## src/olha_pkg.sv

```systemverilog
// Shared types and constants for the light history averager.
`timescale 1ns / 1ps

package olha_pkg;

   localparam int SAMPLE_W          = 12;
   localparam int TENTHS_W          = 10;
   localparam int SUM_W             = 20;
   localparam int COUNT_W           = 8;
   localparam int REQ_DATA_W        = 16;
   localparam int RSP_DATA_W        = 48;
   localparam int FULL_SCALE_TENTHS = 1000;
   localparam int MV_PER_TENTH_DEN  = 33;
   localparam int TENTHS_RECIP      = 127101;
   localparam int TENTHS_RECIP_W    = 17;
   localparam int TENTHS_SHIFT      = 22;
   localparam logic [COUNT_W-1:0] SAMPLES_RESET = 8'd8;

   typedef enum logic [6:0] {
      ST_IDLE     = 7'b000_0001,
      ST_DIV_RD   = 7'b000_0010,
      ST_WALK_RD  = 7'b000_0100,
      ST_WALK_CHK = 7'b000_1000,
      ST_DIV_HM   = 7'b001_0000,
      ST_DIV_HT   = 7'b010_0000,
      ST_OUT      = 7'b100_0000
   } state_type;

endpackage

```

## src/olha_div.sv

```systemverilog
// Shared restoring divider, one quotient bit per cycle.
`timescale 1ns / 1ps

module olha_div #(
   parameter int NUM_W = 21,
   parameter int DEN_W = 9
) (
   input  logic             clock,
   input  logic             reset,
   input  logic             start,
   input  logic [NUM_W-1:0] num,
   input  logic [DEN_W-1:0] den,
   output logic             done,
   output logic [NUM_W-1:0] quot
);

   localparam int CNT_W = $clog2(NUM_W + 1);

   logic             busy_ff, busy_in;
   logic             done_ff, done_in;
   logic [CNT_W-1:0] cnt_ff, cnt_in;
   logic [NUM_W-1:0] quot_ff, quot_in;
   logic [DEN_W-1:0] rem_ff, rem_in;
   logic [DEN_W-1:0] den_ff, den_in;
   logic [DEN_W:0]   rem_sh;
   logic [DEN_W:0]   rem_diff;
   logic             fits;

   assign rem_sh   = {rem_ff, quot_ff[NUM_W-1]};
   assign rem_diff = rem_sh - {1'b0, den_ff};
   assign fits     = rem_sh >= {1'b0, den_ff};

   always_comb begin
      busy_in = busy_ff;
      done_in = 1'b0;
      cnt_in  = cnt_ff;
      quot_in = quot_ff;
      rem_in  = rem_ff;
      den_in  = den_ff;
      if (start) begin
         busy_in = 1'b1;
         cnt_in  = CNT_W'(NUM_W);
         quot_in = num;
         rem_in  = '0;
         den_in  = den;
      end else if (busy_ff) begin
         quot_in = {quot_ff[NUM_W-2:0], fits};
         rem_in  = fits ? rem_diff[DEN_W-1:0] : rem_sh[DEN_W-1:0];
         cnt_in  = cnt_ff - CNT_W'(1);
         if (cnt_ff == CNT_W'(1)) begin
            busy_in = 1'b0;
            done_in = 1'b1;
         end
      end
   end

   always_ff @(posedge clock) begin
      if (reset) begin
         busy_ff <= 1'b0;
         done_ff <= 1'b0;
         cnt_ff  <= '0;
      end else begin
         busy_ff <= busy_in;
         done_ff <= done_in;
         cnt_ff  <= cnt_in;
      end
      quot_ff <= quot_in;
      rem_ff  <= rem_in;
      den_ff  <= den_in;
   end

   assign done = done_ff;
   assign quot = quot_ff;

endmodule

```

## src/oversampled_light_history_averager_core.sv

```systemverilog
// Top level: oversampling accumulator, reading history and result sequencer.
`timescale 1ns / 1ps

// Sums samples_per_reading samples (0 acts as 1), divides by the count to form a
// reading, stores it in a ring history cleared at reset, and returns one word with
// the reading, the mean of history entries before the first zero, and both as
// clamped tenths of a percent of 3300 mV. A sample that does not close a group
// only adds to the group sum. A closing sample runs up to three divisions on one
// shared bit-serial divider of W bits (W = max(20, 16 + clog2(HISTORY_DEPTH + 1)),
// 21 by default) and walks the history entries through the registered memory
// port. The reading's tenths come from a constant reciprocal multiply. req_tready
// is low until the result is loaded into the output register; a finished result
// waits there without blocking the next sample.
module oversampled_light_history_averager_core #(
   parameter int HISTORY_DEPTH = 16
) (
   input  logic                                clock,
   input  logic                                reset,
   input  logic                                csr_we,
   input  logic [olha_pkg::COUNT_W-1:0]        csr_wdata,     // samples_per_reading
   input  logic                                req_tvalid,
   output logic                                req_tready,
   input  logic [olha_pkg::REQ_DATA_W-1:0]     req_tdata,     // [11:0] sample_mv
   output logic                                rsp_tvalid,
   input  logic                                rsp_tready,
   // [11:0] reading_mv, [21:12] reading_percent_tenths,
   // [33:22] history_mean_mv, [43:34] history_percent_tenths
   output logic [olha_pkg::RSP_DATA_W-1:0]     rsp_tdata
);

   localparam int SW   = olha_pkg::SAMPLE_W;
   localparam int TW   = olha_pkg::TENTHS_W;
   localparam int SUMW = olha_pkg::SUM_W;
   localparam int CW   = olha_pkg::COUNT_W;
   localparam int PW   = (HISTORY_DEPTH > 1) ? $clog2(HISTORY_DEPTH) : 1;
   localparam int HCW  = $clog2(HISTORY_DEPTH + 1);
   localparam int HSW  = SW + HCW;
   localparam int NW   = (HSW + 4 > SUMW) ? HSW + 4 : SUMW;
   localparam int DW   = (HCW + 6 > CW + 1) ? HCW + 6 : CW + 1;
   localparam int RXW  = SW + 4;
   localparam int RPW  = RXW + olha_pkg::TENTHS_RECIP_W;

   olha_pkg::state_type state_ff, state_in;

   logic [CW-1:0]   spr_ff, spr_in;
   logic [SUMW-1:0] sum_ff, sum_in;
   logic [CW-1:0]   taken_ff, taken_in;
   logic [PW-1:0]   wp_ff, wp_in;
   logic [HCW-1:0]  idx_ff, idx_in;
   logic [HCW-1:0]  n_ff, n_in;
   logic [HSW-1:0]  hsum_ff, hsum_in;
   logic [SW-1:0]   reading_ff, reading_in;
   logic [TW-1:0]   rt_ff, rt_in;
   logic [SW-1:0]   mean_ff, mean_in;
   logic [TW-1:0]   ht_ff, ht_in;
   logic            rsp_tvalid_ff, rsp_tvalid_in;
   logic [olha_pkg::RSP_DATA_W-1:0] rsp_data_ff, rsp_data_in;

   logic [SW-1:0]            hist_mem [HISTORY_DEPTH];
   logic [HISTORY_DEPTH-1:0] hist_valid_ff;
   logic [SW-1:0]            rd_data_ff;
   logic                     rd_valid_ff;
   logic                     hist_we;
   logic                     rd_en;
   logic [PW-1:0]            rd_addr;

   logic [CW-1:0]   target;
   logic [SUMW-1:0] sum_acc;
   logic [CW:0]     count_acc;
   logic            group_done;

   logic            div_start;
   logic [NW-1:0]   div_num;
   logic [DW-1:0]   div_den;
   logic            div_done;
   logic [NW-1:0]   div_quot;
   logic [TW-1:0]   quot_tenths;
   logic [NW-1:0]   hsum_x10;
   logic [DW-1:0]   n_x33;
   logic [RXW-1:0]  rt_x10;
   logic [RPW-1:0]  rt_prod;
   logic [TW:0]     rt_quot;
   logic [TW-1:0]   rt_tenths;

   olha_div #(.NUM_W(NW), .DEN_W(DW)) u_div (
      .clock (clock),
      .reset (reset),
      .start (div_start),
      .num   (div_num),
      .den   (div_den),
      .done  (div_done),
      .quot  (div_quot)
   );

   assign req_tready = (state_ff == olha_pkg::ST_IDLE);
   assign rsp_tvalid = rsp_tvalid_ff;
   assign rsp_tdata  = rsp_data_ff;

   assign target     = (spr_ff == '0) ? CW'(1) : spr_ff;
   assign sum_acc    = sum_ff + SUMW'(req_tdata[SW-1:0]);
   assign count_acc  = {1'b0, taken_ff} + (CW + 1)'(1);
   assign group_done = count_acc >= {1'b0, target};

   assign hsum_x10    = (NW'(hsum_ff) << 3) + (NW'(hsum_ff) << 1);
   assign n_x33       = (DW'(n_ff) << 5) + DW'(n_ff);
   assign quot_tenths = (div_quot > NW'(olha_pkg::FULL_SCALE_TENTHS))
                        ? TW'(olha_pkg::FULL_SCALE_TENTHS) : div_quot[TW-1:0];

   assign rt_x10    = (RXW'(div_quot[SW-1:0]) << 3) + (RXW'(div_quot[SW-1:0]) << 1);
   assign rt_prod   = RPW'(rt_x10) * RPW'(olha_pkg::TENTHS_RECIP);
   assign rt_quot   = rt_prod[olha_pkg::TENTHS_SHIFT +: TW + 1];
   assign rt_tenths = (rt_quot > (TW + 1)'(olha_pkg::FULL_SCALE_TENTHS))
                      ? TW'(olha_pkg::FULL_SCALE_TENTHS) : rt_quot[TW-1:0];

   assign rd_addr = idx_ff[PW-1:0];

   always_comb begin
      state_in      = state_ff;
      spr_in        = csr_we ? csr_wdata : spr_ff;
      sum_in        = sum_ff;
      taken_in      = taken_ff;
      wp_in         = wp_ff;
      idx_in        = idx_ff;
      n_in          = n_ff;
      hsum_in       = hsum_ff;
      reading_in    = reading_ff;
      rt_in         = rt_ff;
      mean_in       = mean_ff;
      ht_in         = ht_ff;
      rsp_tvalid_in = rsp_tvalid_ff & ~rsp_tready;
      rsp_data_in   = rsp_data_ff;
      hist_we       = 1'b0;
      rd_en         = 1'b0;
      div_start     = 1'b0;
      div_num       = '0;
      div_den       = '0;
      case (state_ff)
         olha_pkg::ST_IDLE: begin
            if (req_tvalid) begin
               if (group_done) begin
                  div_start = 1'b1;
                  div_num   = NW'(sum_acc);
                  div_den   = DW'(count_acc);
                  sum_in    = '0;
                  taken_in  = '0;
                  state_in  = olha_pkg::ST_DIV_RD;
               end else begin
                  sum_in   = sum_acc;
                  taken_in = count_acc[CW-1:0];
               end
            end
         end
         olha_pkg::ST_DIV_RD: begin
            if (div_done) begin
               reading_in = div_quot[SW-1:0];
               rt_in      = rt_tenths;
               hist_we    = 1'b1;
               wp_in      = (wp_ff == PW'(HISTORY_DEPTH - 1)) ? '0 : wp_ff + PW'(1);
               idx_in     = '0;
               n_in       = '0;
               hsum_in    = '0;
               state_in   = olha_pkg::ST_WALK_RD;
            end
         end
         olha_pkg::ST_WALK_RD: begin
            if (idx_ff == HCW'(HISTORY_DEPTH)) begin
               div_start = 1'b1;
               div_num   = NW'(hsum_ff);
               div_den   = DW'(n_ff);
               state_in  = olha_pkg::ST_DIV_HM;
            end else begin
               rd_en    = 1'b1;
               state_in = olha_pkg::ST_WALK_CHK;
            end
         end
         olha_pkg::ST_WALK_CHK: begin
            if (rd_valid_ff && (rd_data_ff != '0)) begin
               hsum_in  = hsum_ff + HSW'(rd_data_ff);
               n_in     = n_ff + HCW'(1);
               idx_in   = idx_ff + HCW'(1);
               state_in = olha_pkg::ST_WALK_RD;
            end else if (n_ff == '0) begin
               mean_in  = '0;
               ht_in    = '0;
               state_in = olha_pkg::ST_OUT;
            end else begin
               div_start = 1'b1;
               div_num   = NW'(hsum_ff);
               div_den   = DW'(n_ff);
               state_in  = olha_pkg::ST_DIV_HM;
            end
         end
         olha_pkg::ST_DIV_HM: begin
            if (div_done) begin
               mean_in   = div_quot[SW-1:0];
               div_start = 1'b1;
               div_num   = hsum_x10;
               div_den   = n_x33;
               state_in  = olha_pkg::ST_DIV_HT;
            end
         end
         olha_pkg::ST_DIV_HT: begin
            if (div_done) begin
               ht_in    = quot_tenths;
               state_in = olha_pkg::ST_OUT;
            end
         end
         olha_pkg::ST_OUT: begin
            if (!rsp_tvalid_ff || rsp_tready) begin
               rsp_tvalid_in = 1'b1;
               rsp_data_in   = {4'b0000, ht_ff, mean_ff, rt_ff, reading_ff};
               state_in      = olha_pkg::ST_IDLE;
            end
         end
         default: begin
            state_in = olha_pkg::ST_IDLE;
         end
      endcase
   end

   always_ff @(posedge clock) begin
      if (hist_we) begin
         hist_mem[wp_ff] <= div_quot[SW-1:0];
      end
      if (rd_en) begin
         rd_data_ff <= hist_mem[rd_addr];
      end
   end

   always_ff @(posedge clock) begin
      if (reset) begin
         hist_valid_ff <= '0;
         rd_valid_ff   <= 1'b0;
      end else begin
         if (hist_we) begin
            hist_valid_ff[wp_ff] <= 1'b1;
         end
         if (rd_en) begin
            rd_valid_ff <= hist_valid_ff[rd_addr];
         end
      end
   end

   always_ff @(posedge clock) begin
      if (reset) begin
         state_ff      <= olha_pkg::ST_IDLE;
         spr_ff        <= olha_pkg::SAMPLES_RESET;
         sum_ff        <= '0;
         taken_ff      <= '0;
         wp_ff         <= '0;
         idx_ff        <= '0;
         n_ff          <= '0;
         rsp_tvalid_ff <= 1'b0;
      end else begin
         state_ff      <= state_in;
         spr_ff        <= spr_in;
         sum_ff        <= sum_in;
         taken_ff      <= taken_in;
         wp_ff         <= wp_in;
         idx_ff        <= idx_in;
         n_ff          <= n_in;
         rsp_tvalid_ff <= rsp_tvalid_in;
      end
      hsum_ff     <= hsum_in;
      reading_ff  <= reading_in;
      rt_ff       <= rt_in;
      mean_ff     <= mean_in;
      ht_ff       <= ht_in;
      rsp_data_ff <= rsp_data_in;
   end

endmodule

```

## config.mk

```make
export PLATFORM = sky130hd
export DESIGN_NAME = oversampled_light_history_averager_core
export DESIGN_NICKNAME = d
export VERILOG_FILES = /design/src/olha_pkg.sv /design/src/olha_div.sv /design/src/oversampled_light_history_averager_core.sv
export SDC_FILE = /design/constraint.sdc
export NUM_CORES = 1
export LEC_CHECK = 0
export ABC_AREA = 0
export BUFFER_PORTS_ARGS = -buffer_cell sky130_fd_sc_hd__buf_2
export CAP_MARGIN = 20
export CORE_MARGIN = 2
export CORE_UTILIZATION = 32
export CTS_CLUSTER_SIZE = 8
export DETAILED_ROUTE_END_ITERATION = 6
export PLACE_DENSITY = 0.58
export SYNTH_ARGS = -nofsm -noshare
export SYNTH_HDL_FRONTEND = slang
export SYNTH_SLANG_ARGS = --single-unit
```

## constraint.sdc

```tcl
create_clock -name clock -period 22.5 [get_ports clock]
set_input_delay 2.25 -clock clock [delete_from_list [all_inputs] [get_ports clock]]
set_output_delay 2.25 -clock clock [all_outputs]
set_load 0.1 [all_outputs]
```

==> reports/metrics.csv <==
stage;metric;value;unit
worst_setup_path;r2r_cells;29;
global_route;grt_pass1_wl;89200;µm
clock_tree;clock-sinks;433;
drt;dr.pass1.iters;7;
timing;fin_crit;9.82;ns
clock_tree;cts_buffers;60;
timing;final.setup.tns;0;ns
logic_synthesis;syn_inst;1954;
floorplan;dieArea;77900;µm²
timing;max_freq;102;MHz
logic_synthesis;ys.flop_type;edfxtp_1;
timing;rsz0062_at_grt;no;
drt;wl_per_cell;18.2;µm
min_path;hold_path.class;reg -> reg;
drt;ant_nets;0;
global_route;grt_use_total;14.5;%
clock_tree;clock-root-buffer;clkbuf_16;
clock_tree;post_cts_resized;0;
timing;setup_viol;0;
run_status;outcome;finished with violations;
drt;first_iter_violations;1106;
global_route;grt_pass1_vias;15900;
global_route;grt_max_degree;74;
drt;viasPerCell;5.01;
cells_and_area;final_nets;2376;
placed_design;hpwl;40300;µm
floorplan;die_h;279;µm
worst_setup_path;reg2reg_from;u_div.quot[1];
floorplan;fp-row-count;100;
worst_setup_path;r2r-end;rt_ff[2];
timing;timing_worst_slew_pin_value;1.09;ns
cells_and_area;layout_commonest_cell;edfxtp_1;
global_route;antenna_found_initial;1;
timing;clock-skew-final;0.0343;ns
min_path;hold_path_end;rsp_tdata[31];
worst_setup_path;start_kind;flop;
worst_setup_path;cpMaxStageDelayCell;edfxtp_1;
logic_synthesis;yosysSeqAreaShare;49.9;%
worst_setup_path;cp.required;22.85;ns
placed_design;place.gp.congestion;0.894;
logic_synthesis;syn-cell-area;24200;µm²
run_status;violations;design-rule violations;
timing;relSlewSlack;26.6;%
logic_synthesis;synth_cell_types;84;
drt;wl;55800;µm
global_route;overflow;0;
cells_and_area;fillerInstances;7181;
drt;drc;10;
floorplan;start_util;32.4;%
clock_tree;postCtsSetupBuffers;0;
timing;final_max_slew_viol_count;0;
floorplan;coreArea;74700;µm²
worst_setup_path;critical_path_class;reg -> reg;
logic_synthesis;synth_edf_count;340;
worst_setup_path;cpPeakStageDelay;1.02;ns
logic_synthesis;avgSynthCellArea;12.4;µm²
job;max-cap-violations;0;
min_path;hold_start;mean_ff[9];
worst_setup_path;critical_path_arrival;10.17;ns
timing;post-route-period-util;43.6;%
clock_tree;clk_path_buf_depth;3;
min_path;worst_hold_path.num_cells;0;
clock_tree;tritoncts;done;
worst_setup_path;cp_max_fo;25;
clock_tree;insertion_delay;0.64;ns
cells_and_area;drive_above_1_share;13.8;%
cells_and_area;layout_common_cells;340 x edfxtp_1, 208 x ha_1, 204 x inv_1;
logic_synthesis;ys_async_sr_fraction;0;%
worst_setup_path;ff2ff_setup_slack;12.68;ns
cells_and_area;area_delta_synth_final;14.0;%
worst_setup_path;path_common_cell;fa_1;
placed_design;io_buffers;70;
clock_tree;clkSlewWorstSetupHoldPaths;0.06;ns
floorplan;io_pins;79;
cells_and_area;insertedDiodeCount;0;
timing;hold_violations;0;
floorplan;die_x;279;µm
worst_setup_path;crit_path_end_kind;flop;
clock_tree;cts.htree.levels;2;
logic_synthesis;synth-seq-cells;433;
logic_synthesis;ys_warn_count;0;
drt;vias;15400;
clock_tree;ctsHoldBuffers;0;
-- worst max-delay path, delay by kind of cell (launching register included) --
family / cells / cell delay, ns
AO/OA/AOI/OAI: 10 / 2.14
flip-flops: 1 / 1.02
adder cells (fa/ha/maj): 8 / 4.04
AND/OR/NAND/NOR: 6 / 1.11
XOR/XNOR: 2 / 0.77
buffers and inverters: 3 / 0.42
-- worst max-delay path by stage --
stage / slack [ns] / from / endpoint / cells past startpoint
after global placement: 12.77 / u_div.quot[1] / rt_ff[3] / 29
after global routing: 12.07 / u_div.quot[1] / rt_ff[2] / 29
final: 12.68 / u_div.quot[1] / rt_ff[2] / 29
after floorplan: 14.14 / u_div.quot[1] / rt_ff[3] / 29
after detailed placement: 12.67 / u_div.quot[1] / rt_ff[3] / 29
after CTS: 12.65 / u_div.quot[1] / rt_ff[3] / 29
-- logic make-up after synthesis --
kind of cell / Yosys count / share of synthesized area (%)
and+or+nand+nor: 475 / 9.77
DFF: 433 / 49.9
AOI/OAI and AO/OA: 316 / 9.00
adders and majority gates: 282 / 16.9
buffers and inverters: 271 / 4.30
xor gates and xnor gates: 94 / 3.43
muxes: 82 / 6.75
other: 1 / 0.0155
-- through the flow --
stage / setup WS, ns / utilization (%) / std cells / area [µm²] / hold slack [ns]
detailed placement: 12.67 / 34.6 / 2971 / 25900 / 0.405
CTS: 12.65 / 36.9 / 3067 / 27600 / 0.399
floorplan: 14.14 / - / 1957 / 24200 / 0.400
finish: 12.68 / 37.0 / 3068 / 27600 / 0.395
global route: 12.07 / 37.0 / 3068 / 27600 / 0.411
global placement: 12.77 / 34.6 / 2969 / 25800 / 0.405
-- routing by layer --
| layer | GRT usage (%) | part of all wire (%) | routed length, µm |
|---|---|---|---|
| met5 | 0 | 0 | 0 |
| met4 | 4.07 | 1.9 | 1040 |
| met3 | 2.49 | 4.6 | 2550 |
| met2 | 24.0 | 48 | 26600 |
| met1 | 19.6 | 46 | 25600 |
-- layout make-up --
type	instances	area, µm²	area share, %
Inverter	207	777	2.81
Multi-Input combinational cell	1253	11200	40.4
Clock inverter	4	95.1	0.344
Tap cell	969	1210	4.39
Clock buffer	92	1630	5.91
Timing Repair Buffer	110	658	2.38
Sequential cell	433	12100	43.8
-- sequential cells by signal, summed over array words and instances (netlist names), 12 cells and up --
register / count
hist_mem: 192
hist_valid_ff: 16
hsum_ff: 17
mean_ff: 12
rd_data_ff: 12
reading_ff: 12
rsp_tdata: 44
sum_ff: 20
u_div.quot: 21
-- cell usage after synthesis, drive strengths merged, types with 5 or more instances --
cell     number  area share, %
edfxtp      340             42
ha          208             11
inv         206            3.2
nor2        151            2.3
a21oi       101            2.1
dfxtp        93            7.7
nand2        92            1.4
fa           74            6.1
mux4         65            6.0
nor3         53            1.1
o21ai        51            1.1
xnor2        50            1.8
xor2         44            1.6
clkbuf       42           0.65
nand3        40           0.85
a21o         39            1.2
buf          22           0.44
and2         21           0.54
o21a         19           0.59
mux2i        17           0.70
nand2b       17           0.44
nor2b        17           0.44
or3          15           0.39
a222oi       14           0.58
nand4        13           0.34
nor4         13           0.49
a22oi        11           0.34
and3         10           0.26
o21bai        9           0.33
a21boi        8           0.29
a31oi         8           0.27
a2111oi       7           0.33
and4          7           0.27
a211oi        6           0.24
nand3b        6           0.19
or2           6           0.16
a22o          5           0.18
nor3b         5           0.20
Power is not shown: default switching activity piles up to over one toggle a cycle in this logic, so the estimate is an artifact.
